==> src/hw/rtl/p2x_pkg.sv <==
`default_nettype none
package p2x_pkg;

  localparam int unsigned PixW = 16;
  localparam int unsigned RowW = 4 * PixW;

  localparam logic [PixW-1:0] HalfMask565     = 16'hF7DE;
  localparam logic [PixW-1:0] HalfLowMask565  = 16'h0821;
  localparam logic [PixW-1:0] QuarMask565     = 16'hE79C;
  localparam logic [PixW-1:0] QuarLowMask565  = 16'h1863;
  localparam logic [PixW-1:0] HalfMask555     = 16'h7BDE;
  localparam logic [PixW-1:0] HalfLowMask555  = 16'h0421;
  localparam logic [PixW-1:0] QuarMask555     = 16'h739C;
  localparam logic [PixW-1:0] QuarLowMask555  = 16'h0C63;

  typedef enum logic [0:0] {
    FMT_RGB565 = 1'b0,
    FMT_RGB555 = 1'b1
  } color_fmt_t;

  typedef logic [PixW-1:0] pixel_t;

  // source of one output pixel
  typedef enum logic [2:0] {
    SEL_A      = 3'd0,
    SEL_B      = 3'd1,
    SEL_C      = 3'd2,
    SEL_AVG_AB = 3'd3,
    SEL_AVG_AC = 3'd4,
    SEL_AVG4   = 3'd5
  } pix_sel_t;

  // equality compares over the 4x4 window
  typedef struct packed {
    logic eq_ad, eq_bc, eq_ae, eq_bl, eq_ac, eq_af, eq_be, eq_bj;
    logic eq_ag, eq_co, eq_ab, eq_ah, eq_gc, eq_cm, eq_bf, eq_ch;
    logic eq_cg, eq_cd, eq_bd, eq_ai, eq_bg, eq_bk, eq_ak, eq_bh;
    logic eq_bn, eq_an, eq_al, eq_ao, eq_bo;
  } eq_flags_t;

  function automatic pixel_t avg2(input pixel_t a, input pixel_t b, input color_fmt_t fmt);
    pixel_t m;
    pixel_t ml;
    logic [PixW:0] sum;
    m   = (fmt == FMT_RGB555) ? HalfMask555 : HalfMask565;
    ml  = (fmt == FMT_RGB555) ? HalfLowMask555 : HalfLowMask565;
    sum = {1'b0, (a & m) >> 1} + {1'b0, (b & m) >> 1} + {1'b0, a & b & ml};
    if (a == b) begin
      return a;
    end
    return sum[PixW-1:0];
  endfunction

  function automatic pixel_t avg4(input pixel_t a, input pixel_t b, input pixel_t c,
                                  input pixel_t d, input color_fmt_t fmt);
    pixel_t qm;
    pixel_t ql;
    logic [PixW+1:0] hi;
    logic [PixW+1:0] lo_sum;
    pixel_t lo;
    logic [PixW+1:0] tot;
    qm     = (fmt == FMT_RGB555) ? QuarMask555 : QuarMask565;
    ql     = (fmt == FMT_RGB555) ? QuarLowMask555 : QuarLowMask565;
    hi     = {2'b0, (a & qm) >> 2} + {2'b0, (b & qm) >> 2}
           + {2'b0, (c & qm) >> 2} + {2'b0, (d & qm) >> 2};
    lo_sum = {2'b0, a & ql} + {2'b0, b & ql} + {2'b0, c & ql} + {2'b0, d & ql};
    lo     = lo_sum[PixW+1:2] & ql;
    tot    = hi + {2'b0, lo};
    return tot[PixW-1:0];
  endfunction

  // +1 when both neighbours match the second colour only, -1 when both match the first
  function automatic logic signed [1:0] score(input logic eq_ac, input logic eq_ad,
                                              input logic eq_bc, input logic eq_bd);
    if ((eq_bc && !eq_ac) && (eq_bd && !eq_ad)) begin
      return 2'sd1;
    end
    if (eq_ac && eq_ad) begin
      return -2'sd1;
    end
    return 2'sd0;
  endfunction

endpackage
`default_nettype wire

==> src/hw/rtl/p2x_if.sv <==
`default_nettype none
interface p2x_in_if
  import p2x_pkg::*;
  ();
  logic            valid;
  logic            ready;
  logic [RowW-1:0] row_above;
  logic [RowW-1:0] row_current;
  logic [RowW-1:0] row_below;
  logic [RowW-1:0] row_two_below;

  modport source (output valid, row_above, row_current, row_below, row_two_below,
                  input ready);
  modport sink   (input valid, row_above, row_current, row_below, row_two_below,
                  output ready);
endinterface

interface p2x_out_if
  import p2x_pkg::*;
  ();
  logic            valid;
  logic            ready;
  logic [PixW-1:0] top_left;
  logic [PixW-1:0] top_right;
  logic [PixW-1:0] bottom_left;
  logic [PixW-1:0] bottom_right;

  modport source (output valid, top_left, top_right, bottom_left, bottom_right,
                  input ready);
  modport sink   (input valid, top_left, top_right, bottom_left, bottom_right,
                  output ready);
endinterface

interface p2x_cfg_if;
  logic valid;
  logic ready;
  logic color_format;

  modport source (output valid, color_format, input ready);
  modport sink   (input valid, color_format, output ready);
endinterface
`default_nettype wire

==> src/hw/rtl/pixel_art_upscale_2xsai.sv <==
// 2xSaI pixel doubler: each transaction on pix_in carries the 4x4 window around one
// 16-bit source pixel (four packed rows, leftmost column in the low bits) and produces
// one transaction on pix_out with the 2x2 output block. A new window is taken every
// clock unless pix_out stalls; results pass through the compare/average stage, the
// edge-vote stage and the output select register. Back-pressure on pix_out stalls the
// pipeline stage by stage without loss. cfg selects RGB565 (0) or RGB555 (1) masks and
// is always ready; change it only while the pipeline is empty.
`default_nettype none
module pixel_art_upscale_2xsai
  import p2x_pkg::*;
(
  input  wire        clk,
  input  wire        rst,
  p2x_in_if.sink     pix_in,
  p2x_out_if.source  pix_out,
  p2x_cfg_if.sink    cfg
);

  color_fmt_t color_format;

  logic v1, v2, v3;
  logic en1, en2, en3;

  // stage 1
  eq_flags_t f1;
  pixel_t    a1, b1, c1, avg_ab1, avg_ac1, avg4_1;
  // stage 2
  pixel_t    a2, b2, c2, avg_ab2, avg_ac2, avg4_2;
  pix_sel_t  tr_sel, bl_sel, br_sel;
  // stage 3
  pixel_t    out_tl, out_tr, out_bl, out_br;

  pixel_t    pi, pe, pf, pj, pg, pa, pb, pk, ph, pc, pd, pl, pm, pn, po;
  eq_flags_t f_next;
  pix_sel_t  tr_sel_next, bl_sel_next, br_sel_next;
  logic signed [3:0] vote;

  assign en3 = !v3 || pix_out.ready;
  assign en2 = !v2 || en3;
  assign en1 = !v1 || en2;

  assign pix_in.ready = en1;
  assign cfg.ready    = 1'b1;

  always_ff @(posedge clk) begin
    if (rst) begin
      color_format <= FMT_RGB565;
    end else if (cfg.valid) begin
      color_format <= color_fmt_t'(cfg.color_format);
    end
  end

  always_comb begin
    pi = pix_in.row_above[0*PixW +: PixW];
    pe = pix_in.row_above[1*PixW +: PixW];
    pf = pix_in.row_above[2*PixW +: PixW];
    pj = pix_in.row_above[3*PixW +: PixW];
    pg = pix_in.row_current[0*PixW +: PixW];
    pa = pix_in.row_current[1*PixW +: PixW];
    pb = pix_in.row_current[2*PixW +: PixW];
    pk = pix_in.row_current[3*PixW +: PixW];
    ph = pix_in.row_below[0*PixW +: PixW];
    pc = pix_in.row_below[1*PixW +: PixW];
    pd = pix_in.row_below[2*PixW +: PixW];
    pl = pix_in.row_below[3*PixW +: PixW];
    pm = pix_in.row_two_below[0*PixW +: PixW];
    pn = pix_in.row_two_below[1*PixW +: PixW];
    po = pix_in.row_two_below[2*PixW +: PixW];

    f_next.eq_ad = (pa == pd);
    f_next.eq_bc = (pb == pc);
    f_next.eq_ae = (pa == pe);
    f_next.eq_bl = (pb == pl);
    f_next.eq_ac = (pa == pc);
    f_next.eq_af = (pa == pf);
    f_next.eq_be = (pb == pe);
    f_next.eq_bj = (pb == pj);
    f_next.eq_ag = (pa == pg);
    f_next.eq_co = (pc == po);
    f_next.eq_ab = (pa == pb);
    f_next.eq_ah = (pa == ph);
    f_next.eq_gc = (pg == pc);
    f_next.eq_cm = (pc == pm);
    f_next.eq_bf = (pb == pf);
    f_next.eq_ch = (pc == ph);
    f_next.eq_cg = (pc == pg);
    f_next.eq_cd = (pc == pd);
    f_next.eq_bd = (pb == pd);
    f_next.eq_ai = (pa == pi);
    f_next.eq_bg = (pb == pg);
    f_next.eq_bk = (pb == pk);
    f_next.eq_ak = (pa == pk);
    f_next.eq_bh = (pb == ph);
    f_next.eq_bn = (pb == pn);
    f_next.eq_an = (pa == pn);
    f_next.eq_al = (pa == pl);
    f_next.eq_ao = (pa == po);
    f_next.eq_bo = (pb == po);
  end

  always_ff @(posedge clk) begin
    if (rst) begin
      v1 <= 1'b0;
    end else if (en1) begin
      v1 <= pix_in.valid;
    end
  end

  always_ff @(posedge clk) begin
    if (en1) begin
      f1      <= f_next;
      a1      <= pa;
      b1      <= pb;
      c1      <= pc;
      avg_ab1 <= avg2(pa, pb, color_format);
      avg_ac1 <= avg2(pa, pc, color_format);
      avg4_1  <= avg4(pa, pb, pc, pd, color_format);
    end
  end

  // edge vote, only meaningful when both diagonals match and A differs from B
  always_comb begin
    vote = 4'(score(f1.eq_ag, f1.eq_ae, f1.eq_bg, f1.eq_be))
         - 4'(score(f1.eq_bk, f1.eq_bf, f1.eq_ak, f1.eq_af))
         - 4'(score(f1.eq_bh, f1.eq_bn, f1.eq_ah, f1.eq_an))
         + 4'(score(f1.eq_al, f1.eq_ao, f1.eq_bl, f1.eq_bo));
  end

  always_comb begin
    tr_sel_next = SEL_AVG_AB;
    bl_sel_next = SEL_AVG_AC;
    br_sel_next = SEL_AVG4;
    if (f1.eq_ad && !f1.eq_bc) begin
      if ((f1.eq_ae && f1.eq_bl) ||
          (f1.eq_ac && f1.eq_af && !f1.eq_be && f1.eq_bj)) begin
        tr_sel_next = SEL_A;
      end
      if ((f1.eq_ag && f1.eq_co) ||
          (f1.eq_ab && f1.eq_ah && !f1.eq_gc && f1.eq_cm)) begin
        bl_sel_next = SEL_A;
      end
      br_sel_next = SEL_A;
    end else if (f1.eq_bc && !f1.eq_ad) begin
      if ((f1.eq_bf && f1.eq_ah) ||
          (f1.eq_be && f1.eq_bd && !f1.eq_af && f1.eq_ai)) begin
        tr_sel_next = SEL_B;
      end
      if ((f1.eq_ch && f1.eq_af) ||
          (f1.eq_cg && f1.eq_cd && !f1.eq_ah && f1.eq_ai)) begin
        bl_sel_next = SEL_C;
      end
      br_sel_next = SEL_B;
    end else if (f1.eq_ad && f1.eq_bc) begin
      if (f1.eq_ab) begin
        tr_sel_next = SEL_A;
        bl_sel_next = SEL_A;
        br_sel_next = SEL_A;
      end else if (vote > 4'sd0) begin
        br_sel_next = SEL_A;
      end else if (vote < 4'sd0) begin
        br_sel_next = SEL_B;
      end
    end else begin
      if (f1.eq_ac && f1.eq_af && !f1.eq_be && f1.eq_bj) begin
        tr_sel_next = SEL_A;
      end else if (f1.eq_be && f1.eq_bd && !f1.eq_af && f1.eq_ai) begin
        tr_sel_next = SEL_B;
      end
      if (f1.eq_ab && f1.eq_ah && !f1.eq_gc && f1.eq_cm) begin
        bl_sel_next = SEL_A;
      end else if (f1.eq_cg && f1.eq_cd && !f1.eq_ah && f1.eq_ai) begin
        bl_sel_next = SEL_C;
      end
    end
  end

  always_ff @(posedge clk) begin
    if (rst) begin
      v2 <= 1'b0;
    end else if (en2) begin
      v2 <= v1;
    end
  end

  always_ff @(posedge clk) begin
    if (en2) begin
      a2      <= a1;
      b2      <= b1;
      c2      <= c1;
      avg_ab2 <= avg_ab1;
      avg_ac2 <= avg_ac1;
      avg4_2  <= avg4_1;
      tr_sel  <= tr_sel_next;
      bl_sel  <= bl_sel_next;
      br_sel  <= br_sel_next;
    end
  end

  function automatic pixel_t pick(input pix_sel_t sel, input pixel_t a, input pixel_t b,
                                  input pixel_t c, input pixel_t ab, input pixel_t ac,
                                  input pixel_t q);
    pixel_t r;
    case (sel)
      SEL_A:      r = a;
      SEL_B:      r = b;
      SEL_C:      r = c;
      SEL_AVG_AB: r = ab;
      SEL_AVG_AC: r = ac;
      SEL_AVG4:   r = q;
      default:    r = a;
    endcase
    return r;
  endfunction

  always_ff @(posedge clk) begin
    if (rst) begin
      v3 <= 1'b0;
    end else if (en3) begin
      v3 <= v2;
    end
  end

  always_ff @(posedge clk) begin
    if (en3) begin
      out_tl <= a2;
      out_tr <= pick(tr_sel, a2, b2, c2, avg_ab2, avg_ac2, avg4_2);
      out_bl <= pick(bl_sel, a2, b2, c2, avg_ab2, avg_ac2, avg4_2);
      out_br <= pick(br_sel, a2, b2, c2, avg_ab2, avg_ac2, avg4_2);
    end
  end

  assign pix_out.valid        = v3;
  assign pix_out.top_left     = out_tl;
  assign pix_out.top_right    = out_tr;
  assign pix_out.bottom_left  = out_bl;
  assign pix_out.bottom_right = out_br;

  // input back-pressure only when every stage holds a transaction
  assert property (@(posedge clk) disable iff (rst)
    !pix_in.ready |-> (v1 && v2 && v3))
    else $error("input stalled with a free pipeline stage");

  assert property (@(posedge clk) disable iff (rst)
    (pix_in.valid && pix_in.ready) |=> v1)
    else $error("accepted transaction lost at stage 1");

  // a stalled output stage keeps its transaction until taken
  assert property (@(posedge clk) disable iff (rst)
    (v3 && !pix_out.ready) |=> (v3 && $stable(out_br) && $stable(out_tr)))
    else $error("stalled result changed");

  assert property (@(posedge clk) disable iff (rst)
    v2 |-> (br_sel != SEL_C && br_sel != SEL_AVG_AB && br_sel != SEL_AVG_AC))
    else $error("illegal lower-right source");

endmodule
`default_nettype wire
==> src/flat_wrapper.sv <==
// flat-port wrapper written by rule: the top's interface ports become plain ports
module pixel_art_upscale_2xsai_flat import p2x_pkg::*;
  (clk, rst, pix_in_valid, pix_in_row_above, pix_in_row_current, pix_in_row_below, pix_in_row_two_below, pix_in_ready, pix_out_valid, pix_out_top_left, pix_out_top_right, pix_out_bottom_left, pix_out_bottom_right, pix_out_ready, cfg_valid, cfg_color_format, cfg_ready);
  p2x_in_if pix_in_i ();
  p2x_out_if pix_out_i ();
  p2x_cfg_if cfg_i ();
  input  wire clk;
  input  wire rst;
  input wire logic [$bits(pix_in_i.valid)-1:0] pix_in_valid;
  input wire logic [$bits(pix_in_i.row_above)-1:0] pix_in_row_above;
  input wire logic [$bits(pix_in_i.row_current)-1:0] pix_in_row_current;
  input wire logic [$bits(pix_in_i.row_below)-1:0] pix_in_row_below;
  input wire logic [$bits(pix_in_i.row_two_below)-1:0] pix_in_row_two_below;
  output wire logic [$bits(pix_in_i.ready)-1:0] pix_in_ready;
  output wire logic [$bits(pix_out_i.valid)-1:0] pix_out_valid;
  output wire logic [$bits(pix_out_i.top_left)-1:0] pix_out_top_left;
  output wire logic [$bits(pix_out_i.top_right)-1:0] pix_out_top_right;
  output wire logic [$bits(pix_out_i.bottom_left)-1:0] pix_out_bottom_left;
  output wire logic [$bits(pix_out_i.bottom_right)-1:0] pix_out_bottom_right;
  input wire logic [$bits(pix_out_i.ready)-1:0] pix_out_ready;
  input wire logic [$bits(cfg_i.valid)-1:0] cfg_valid;
  input wire logic [$bits(cfg_i.color_format)-1:0] cfg_color_format;
  output wire logic [$bits(cfg_i.ready)-1:0] cfg_ready;
  assign pix_in_i.valid = pix_in_valid;
  assign pix_in_i.row_above = pix_in_row_above;
  assign pix_in_i.row_current = pix_in_row_current;
  assign pix_in_i.row_below = pix_in_row_below;
  assign pix_in_i.row_two_below = pix_in_row_two_below;
  assign pix_in_ready = pix_in_i.ready;
  assign pix_out_valid = pix_out_i.valid;
  assign pix_out_top_left = pix_out_i.top_left;
  assign pix_out_top_right = pix_out_i.top_right;
  assign pix_out_bottom_left = pix_out_i.bottom_left;
  assign pix_out_bottom_right = pix_out_i.bottom_right;
  assign pix_out_i.ready = pix_out_ready;
  assign cfg_i.valid = cfg_valid;
  assign cfg_i.color_format = cfg_color_format;
  assign cfg_ready = cfg_i.ready;
  pixel_art_upscale_2xsai u_core (.clk(clk), .rst(rst), .pix_in(pix_in_i), .pix_out(pix_out_i), .cfg(cfg_i));
endmodule
==> config.mk <==
export PLATFORM = sky130hd
export DESIGN_NAME = pixel_art_upscale_2xsai_flat
export DESIGN_NICKNAME = d
export VERILOG_FILES = /design/src/hw/rtl/p2x_pkg.sv /design/src/hw/rtl/p2x_if.sv /design/src/hw/rtl/pixel_art_upscale_2xsai.sv /design/src/flat_wrapper.sv
export SDC_FILE = /design/constraint.sdc
export NUM_CORES = 1
export LEC_CHECK = 0
export ABC_AREA = 1
export BUFFER_PORTS_ARGS = -buffer_cell sky130_fd_sc_hd__buf_2
export CORE_AREA = 3 3 204 206
export DETAILED_ROUTE_END_ITERATION = 10
export DIE_AREA = 0 0 207 209
export GPL_ROUTABILITY_DRIVEN = 0
export PLACE_DENSITY_LB_ADDON = 0.15
export SETUP_SLACK_MARGIN = 0.3
export SYNTH_ARGS = -nofsm -noshare
export SYNTH_HDL_FRONTEND = slang
export SYNTH_SLANG_ARGS = --single-unit
==> constraint.sdc <==
create_clock -name clk -period 14.2 [get_ports clk]
set_input_delay 0.71 -clock clk [delete_from_list [all_inputs] [get_ports clk]]
set_output_delay 0.71 -clock clk [all_outputs]
set_load 0.05 [all_outputs]
# Word level (Yosys, flattened, before mapping)
# Index checks and enable logic that the tools add are counted.
dict set report word_totals {
  register_bits 298
  inputBits 262
  out_inout_bits 67
  wordCells 256
}
dict set report classes {
  n_addsub 14
  magnitude_cmp 2
  n_eq_ne 44
  muxes 64
  bitwise 17
  reduce_logical 61
}
# op count
set op_table {}
lappend op_table {{$eq 16x16->1} 29}
lappend op_table {{$and 16x16->16} 16}
lappend op_table {{$pmux 16 s5} 3}
lappend op_table {{$mux 16} 6}
lappend op_table {{$add 16x16->16} 3}
lappend op_table {{$mux 3} 16}
lappend op_table {{$mux 2} 20}
lappend op_table {{$add 18x16->18} 2}
lappend op_table {{$logic_and 1x1->1} 35}
lappend op_table {{$add 15x15->16} 2}
lappend op_table {{$add 16x14->16} 2}
lappend op_table {{$eq 3x2->1 const B} 6}
lappend op_table {{$eq 3x3->1 const B} 6}
lappend op_table {{$add 16x16->17} 1}
lappend op_table {{$logic_not 1->1} 17}
lappend op_table {{$mux 1} 17}
lappend op_table {{$add 14x14->15} 1}
lappend op_table {{$mux 13} 1}
lappend op_table {{$mux 12} 1}
lappend op_table {{$eq 3x1->1 const B} 3}
lappend op_table {{$logic_or 1x1->1} 7}
lappend op_table {{$reduce_or 5->1} 1}
lappend op_table {{$add 4x2->4} 1}
lappend op_table {{$gt 4x1->1 const B} 1}
lappend op_table {{5 further kinds} 5}

# Longest topological paths before layout
dict set report logic_depth {
  ltp_word 16
  mapped_depth 25
  mapped_depth_nobuf 24
}

# Worst setup path before layout
# OpenSTA, ideal clock, no wires.
dict set report synth_path {
  path_type {input to output}
  startpoint {in pix_out_ready}
  endpoint {out pix_in_ready}
  arrival_ns 5.284
  required_time_ns 13.490
  slack_ns 8.206
  cell_stages 4
  n_path_buf 0
  cell_sequence {inv_1 nand2_1 nor2_1 nand2_1}
}
dict set report synth_between {
  elab_chain_cells 3
}
# element line_no
set synth_rtl {}
lappend synth_rtl {{start, declared} flat_wrapper.sv:20} ;# input wire logic [$bits(pix_out_i.ready)-1:0] pix_out_ready;
lappend synth_rtl {{$logic_or 1x1->1} pixel_art_upscale_2xsai.sv:38} ;# assign en3 = !v3 || pix_out.ready;
lappend synth_rtl {{net u_core.en3} pixel_art_upscale_2xsai.sv:22} ;# logic en1, en2, en3;
lappend synth_rtl {{$logic_or 1x1->1} pixel_art_upscale_2xsai.sv:39} ;# assign en2 = !v2 || en3;
lappend synth_rtl {{$logic_or 1x1->1} pixel_art_upscale_2xsai.sv:40} ;# assign en1 = !v1 || en2;
lappend synth_rtl {{end, declared} flat_wrapper.sv:14} ;# output wire logic [$bits(pix_in_i.ready)-1:0] pix_in_ready;
# The timed path passes the listed nets, and every way through them passes these cells.

# Final worst setup path
dict set report layout_path {
  startpoint {in pix_in_row_current[17]}
  endpoint {reg u_core.avg4_1[13], data pin}
}
dict set report layout_between {
  elab_chain_cells 6
}
# element line_no
set layout_rtl {}
lappend layout_rtl {{start, declared} flat_wrapper.sv:11} ;# input wire logic [$bits(pix_in_i.row_current)-1:0] pix_in_row_current;
lappend layout_rtl {{$and 16x16->16} p2x_pkg.sv:66} ;# lo_sum = {2'b0, a & ql} + {2'b0, b & ql} + {2'b0, c & ql} + {2'b0, d & ql};
lappend layout_rtl {{$add 16x16->17} p2x_pkg.sv:66}
lappend layout_rtl {{$add 18x16->18 (2 in a row)} p2x_pkg.sv:66}
lappend layout_rtl {{$and 16x16->16} p2x_pkg.sv:67} ;# lo = lo_sum[PixW+1:2] & ql;
lappend layout_rtl {{$add 16x16->16} p2x_pkg.sv:68} ;# tot = hi + {2'b0, lo};
lappend layout_rtl {{end signal, assigned} pixel_art_upscale_2xsai.sv:117} ;# avg4_1 <= avg4(pa, pb, pc, pd, color_format);
lappend layout_rtl {{end, declared} pixel_art_upscale_2xsai.sv:26} ;# pixel_t a1, b1, c1, avg_ab1, avg_ac1, avg4_1;
# No other way between the ends.
# A chain may end at the register's enable or synchronous reset.

==> impl_metrics.csv <==
group,metric,value,unit
status,result_of_the_run,"finished clean",
floorplan,die_height,209,um
synthesis,synth_area,20700,sq um
sta,finClkSkew,0.0154,ns
clock_tree,clock-root-buffer,"sky130_fd_sc_hd__clkbuf_16",
routing,routed_wirelength,68200,um
setup_path,worst-endpoint-required,14.48,ns
floorplan,core,39800,sq um
place,detailedPlace.worstSlack,8.09,ns
sta,clock.fmax,179,MHz
finish,final_layout_size_suffix_gt1_frac,0.162,
synthesis,synthFlopType,"sky130_fd_sc_hd__edfxtp_1",
synthesis,seq_area_frac_synth,0.426,
grt,antenna_found_initial,10,
sta,drv_slew,0,
setup_path,worstSetupPathType,"in -> reg",
setup_path,cp_max_fo,13,
routing,via_per_inst,5.71,
hold_path,worst_hold_startpoint,"pix_in_valid",
sta,setup_viol,0,
floorplan,rows,73,
clock_tree,htree_levels,1,
sta,max-slew-margin-rel,0.183,
synthesis,count_of_synthesis_stage_warnings_from_yosys,0,
routing,vias,17600,
place,numPlacedInstances,3018,
clock_tree,cts.clk_slew.worst_paths,0.06,ns
floorplan,floorplan.initialDensity,0.519,
finish,nFillCells,3541,
clock_tree,post-cts-setup-buffer-count,0,
sta,period_needed,5.60,ns
grt,grt_first_pass_wirelength,102000,um
clock_tree,cts_inserted_buffers,27,
clock_tree,tritoncts,"yes",
routing,drtAntennaViolNets,0,
finish,layout.cell_area.non_filler,23500,sq um
sta,setup_slack,8.60,ns
setup_path,critical_path.reg2reg.startpoint,"u_core.color_format",
clock_tree,number_of_sinks_on_the_clock_net,294,
finish,largest_register_ff_count,28,
routing,detail_route.drc_violations,0,
power_and_ir_drop,pwr_density_cell,123,nW/um^2
sta,worst-slew-pin-transition,1.22,ns
routing,detail_route.first_pass.iterations,6,
clock_tree,cts.path.max_buffers,3,
sta,hold_violation_count_in_the_final_report,0,
floorplan,top_level_ports,329,
finish,layout.area.seq,8790,sq um
synthesis,async_set_or_reset_register_ratio_after_synthesis,0,
grt,globalRoute.totalOverflow,0,
synthesis,synthDistinctLibCells,46,
synthesis,synth_fp_nets,2654,
place,port_buffers,311,
setup_path,worstSetupStartpoint,"pix_in_row_current[17]",
job,maxCapViolations,0,
finish,layout.nets,2926,
synthesis,count_of_flip_flops_with_a_built_in_enable_after_synthesis,290,
floorplan,chipWidth,207,um
place,placed_instance_area,22600,sq um
floorplan,die_area,43300,sq um
sta,fin_crit_sh,0.394,
power_and_ir_drop,worst_ir_drop_vdd,0.0842,mV
finish,registers.top_by_ff_count,"u_core.f1",
clock_tree,clk_latency,0.54,ns
grt,grt_pass1_vias,17000,
power_and_ir_drop,leakagePower,10.4,nW
hold_path,hold_path_class,"in -> reg",
finish,multi_input_comb_area,10500,sq um
routing,drt_iter0_markers,1962,
setup_path,cp_data_arrival_time,5.87,ns
grt,grt_max_degree,73,
synthesis,syn-instance-count,2250,
finish,synthToLayoutAreaGrowth,13.8,%
sta,grt_setup_unrepaired,"no",
clock_tree,ctsHoldBuffers,0,
synthesis,synth_seq_cells,294,
setup_path,worstSetupEndpointType,"flop",
setup_path,startpoint_type,"primary input",
synthesis,avgSynthCellArea,9.18,sq um
place,dp_hpwl,50600,um
grt,grt_usage,0.306,
routing,routedWlPerCell,22.2,um
clock_tree,cts_repair_resize_count,0,
sta,final.setup.tns,0,ns
finish,instances_no_fill,3072,
[Yosys cell counts (2+ instances only)]
cell / instances / area, sq um
sky130_fd_sc_hd__o21ai_0: 10 / 50.1
sky130_fd_sc_hd__nor3_1: 52 / 260
sky130_fd_sc_hd__nand2_1: 538 / 2020
sky130_fd_sc_hd__or2_2: 17 / 106
sky130_fd_sc_hd__dfxtp_1: 4 / 80.1
sky130_fd_sc_hd__xor2_1: 98 / 858
sky130_fd_sc_hd__nor3b_1: 5 / 37.5
sky130_fd_sc_hd__o211ai_1: 4 / 30.0
sky130_fd_sc_hd__fa_1: 48 / 961
sky130_fd_sc_hd__ha_1: 94 / 1180
sky130_fd_sc_hd__nor2_1: 131 / 492
sky130_fd_sc_hd__buf_4: 11 / 82.6
sky130_fd_sc_hd__nor3_2: 2 / 20.0
sky130_fd_sc_hd__a31oi_1: 2 / 12.5
sky130_fd_sc_hd__and3_1: 2 / 12.5
sky130_fd_sc_hd__nand3_1: 87 / 435
sky130_fd_sc_hd__buf_6: 2 / 22.5
sky130_fd_sc_hd__buf_2: 52 / 260
sky130_fd_sc_hd__inv_1: 252 / 946
sky130_fd_sc_hd__and2_1: 13 / 81.3
sky130_fd_sc_hd__o21bai_1: 5 / 37.5
sky130_fd_sc_hd__inv_2: 4 / 15.0
sky130_fd_sc_hd__nand2_2: 2 / 12.5
sky130_fd_sc_hd__a221oi_1: 14 / 123
sky130_fd_sc_hd__edfxtp_1: 290 / 8710
sky130_fd_sc_hd__a31o_2: 5 / 43.8
sky130_fd_sc_hd__xnor2_1: 256 / 2240
sky130_fd_sc_hd__o2111ai_1: 5 / 43.8
sky130_fd_sc_hd__a211oi_1: 2 / 15.0
sky130_fd_sc_hd__nand3_2: 2 / 20.0
sky130_fd_sc_hd__a22oi_1: 24 / 180
sky130_fd_sc_hd__nor4_1: 4 / 25.0
sky130_fd_sc_hd__nand4_1: 103 / 644
sky130_fd_sc_hd__o21ai_2: 7 / 61.3
sky130_fd_sc_hd__o221ai_1: 2 / 17.5
sky130_fd_sc_hd__clkbuf_1: 17 / 63.8
sky130_fd_sc_hd__o21ai_1: 8 / 40.0
sky130_fd_sc_hd__a21oi_1: 59 / 295
sky130_fd_sc_hd__nand3b_1: 10 / 75.1
[logic make-up (layout without fill, tap and decap cells)]
family,Yosys count,count (layout),synth area share
compound gates,151,151,0.0474
xor+xnor,354,354,0.150
fa+ha+maj,142,142,0.103
buf+inv,339,631,0.0675
flops,294,294,0.426
other cells,1,6,0.000182
simple gates,969,969,0.206
[worst paths after layout]
kind / to / slack, ns / cells after the start
setup reg to reg: u_core.avg4_1[15] / 8.90 / 21
hold / removal: u_core.v1 / 0.41 / 3
hold reg to reg: u_core.avg_ab2[11] / 0.41 / 0
setup / recovery: u_core.avg4_1[13] / 8.60 / 21
[where the power goes]
part	total [mW]	switching, mW	internal (mW)
Sequential	1.21	0.0630	1.15
Combinational	0.923	0.622	0.301
Clock	0.755	0.314	0.442
Total	2.89	0.998	1.89
[cell type report]
cell class,count,share of cell area
diodes,5,0.000532
flip-flops and latches,294,0.374
clock buffers,28,0.0289
multi-input cells,1617,0.446
well taps,525,0.0279
repair buffers,326,0.0710
clock inverters,21,0.0108
inverters,256,0.0410
[per-layer routing]
metal	GRT usage	up-vias	wire (um)
met5	0	-	0
met4	0.119	0	3240
met3	0.0676	236	8380
met2	0.484	1105	30300
met1	0.413	8221	26300
li1	-	7988	-
[worst max-delay path, stage by stage]
cell,delay [ns]
sky130_fd_sc_hd__buf_2,0.43
sky130_fd_sc_hd__inv_1,0.35
sky130_fd_sc_hd__fa_1,0.60
sky130_fd_sc_hd__inv_1,0.06
sky130_fd_sc_hd__fa_1,0.47
sky130_fd_sc_hd__o21ai_0,0.11
sky130_fd_sc_hd__fa_1,0.55
sky130_fd_sc_hd__inv_1,0.05
sky130_fd_sc_hd__fa_1,0.35
sky130_fd_sc_hd__inv_1,0.09
sky130_fd_sc_hd__fa_1,0.42
sky130_fd_sc_hd__inv_1,0.07
sky130_fd_sc_hd__ha_1,0.18
sky130_fd_sc_hd__inv_1,0.07
sky130_fd_sc_hd__fa_1,0.46
sky130_fd_sc_hd__inv_1,0.07
sky130_fd_sc_hd__nand2_1,0.07
sky130_fd_sc_hd__a21boi_0,0.40
sky130_fd_sc_hd__nand3_1,0.15
sky130_fd_sc_hd__nand3_1,0.13
sky130_fd_sc_hd__xor2_1,0.07
[cells in the final DEF (no fill, tap or decap), types with 6 or more instances in the layout]
master / synthesis / routed
sky130_fd_sc_hd__edfxtp_1: 290 / 290
sky130_fd_sc_hd__fa_1: 48 / 48
sky130_fd_sc_hd__xor2_1: 98 / 98
sky130_fd_sc_hd__buf_2: 52 / 311
sky130_fd_sc_hd__nand3_1: 87 / 87
sky130_fd_sc_hd__or2_2: 17 / 17
sky130_fd_sc_hd__nand4_1: 103 / 103
sky130_fd_sc_hd__xnor2_1: 256 / 256
sky130_fd_sc_hd__nor2_1: 131 / 130
sky130_fd_sc_hd__o21ai_1: 8 / 8
sky130_fd_sc_hd__a221oi_1: 14 / 14
sky130_fd_sc_hd__a21oi_1: 59 / 59
sky130_fd_sc_hd__buf_4: 11 / 15
sky130_fd_sc_hd__ha_1: 94 / 94
sky130_fd_sc_hd__o21ai_0: 10 / 10
sky130_fd_sc_hd__clkinv_1: 0 / 6
sky130_fd_sc_hd__o21ai_2: 7 / 7
sky130_fd_sc_hd__clkbuf_16: 0 / 27
sky130_fd_sc_hd__nor3_1: 52 / 52
sky130_fd_sc_hd__nand3b_1: 10 / 10
sky130_fd_sc_hd__and2_1: 13 / 13
sky130_fd_sc_hd__a22oi_1: 24 / 24
sky130_fd_sc_hd__nand2_1: 538 / 536
sky130_fd_sc_hd__inv_1: 252 / 251
[metrics by stage]
stage	total power [mW]	utilization	hold WS, ns
6_report	2.89	0.590	0.405
4_1_cts	2.89	0.590	0.382
3_5_place_dp	2.14	0.567	0.405
3_3_place_gp	2.12	0.567	0.401
2_1_floorplan	1.84	-	0.400
5_1_grt	3.03	0.590	0.393
(Power assumes the default switching activity.)
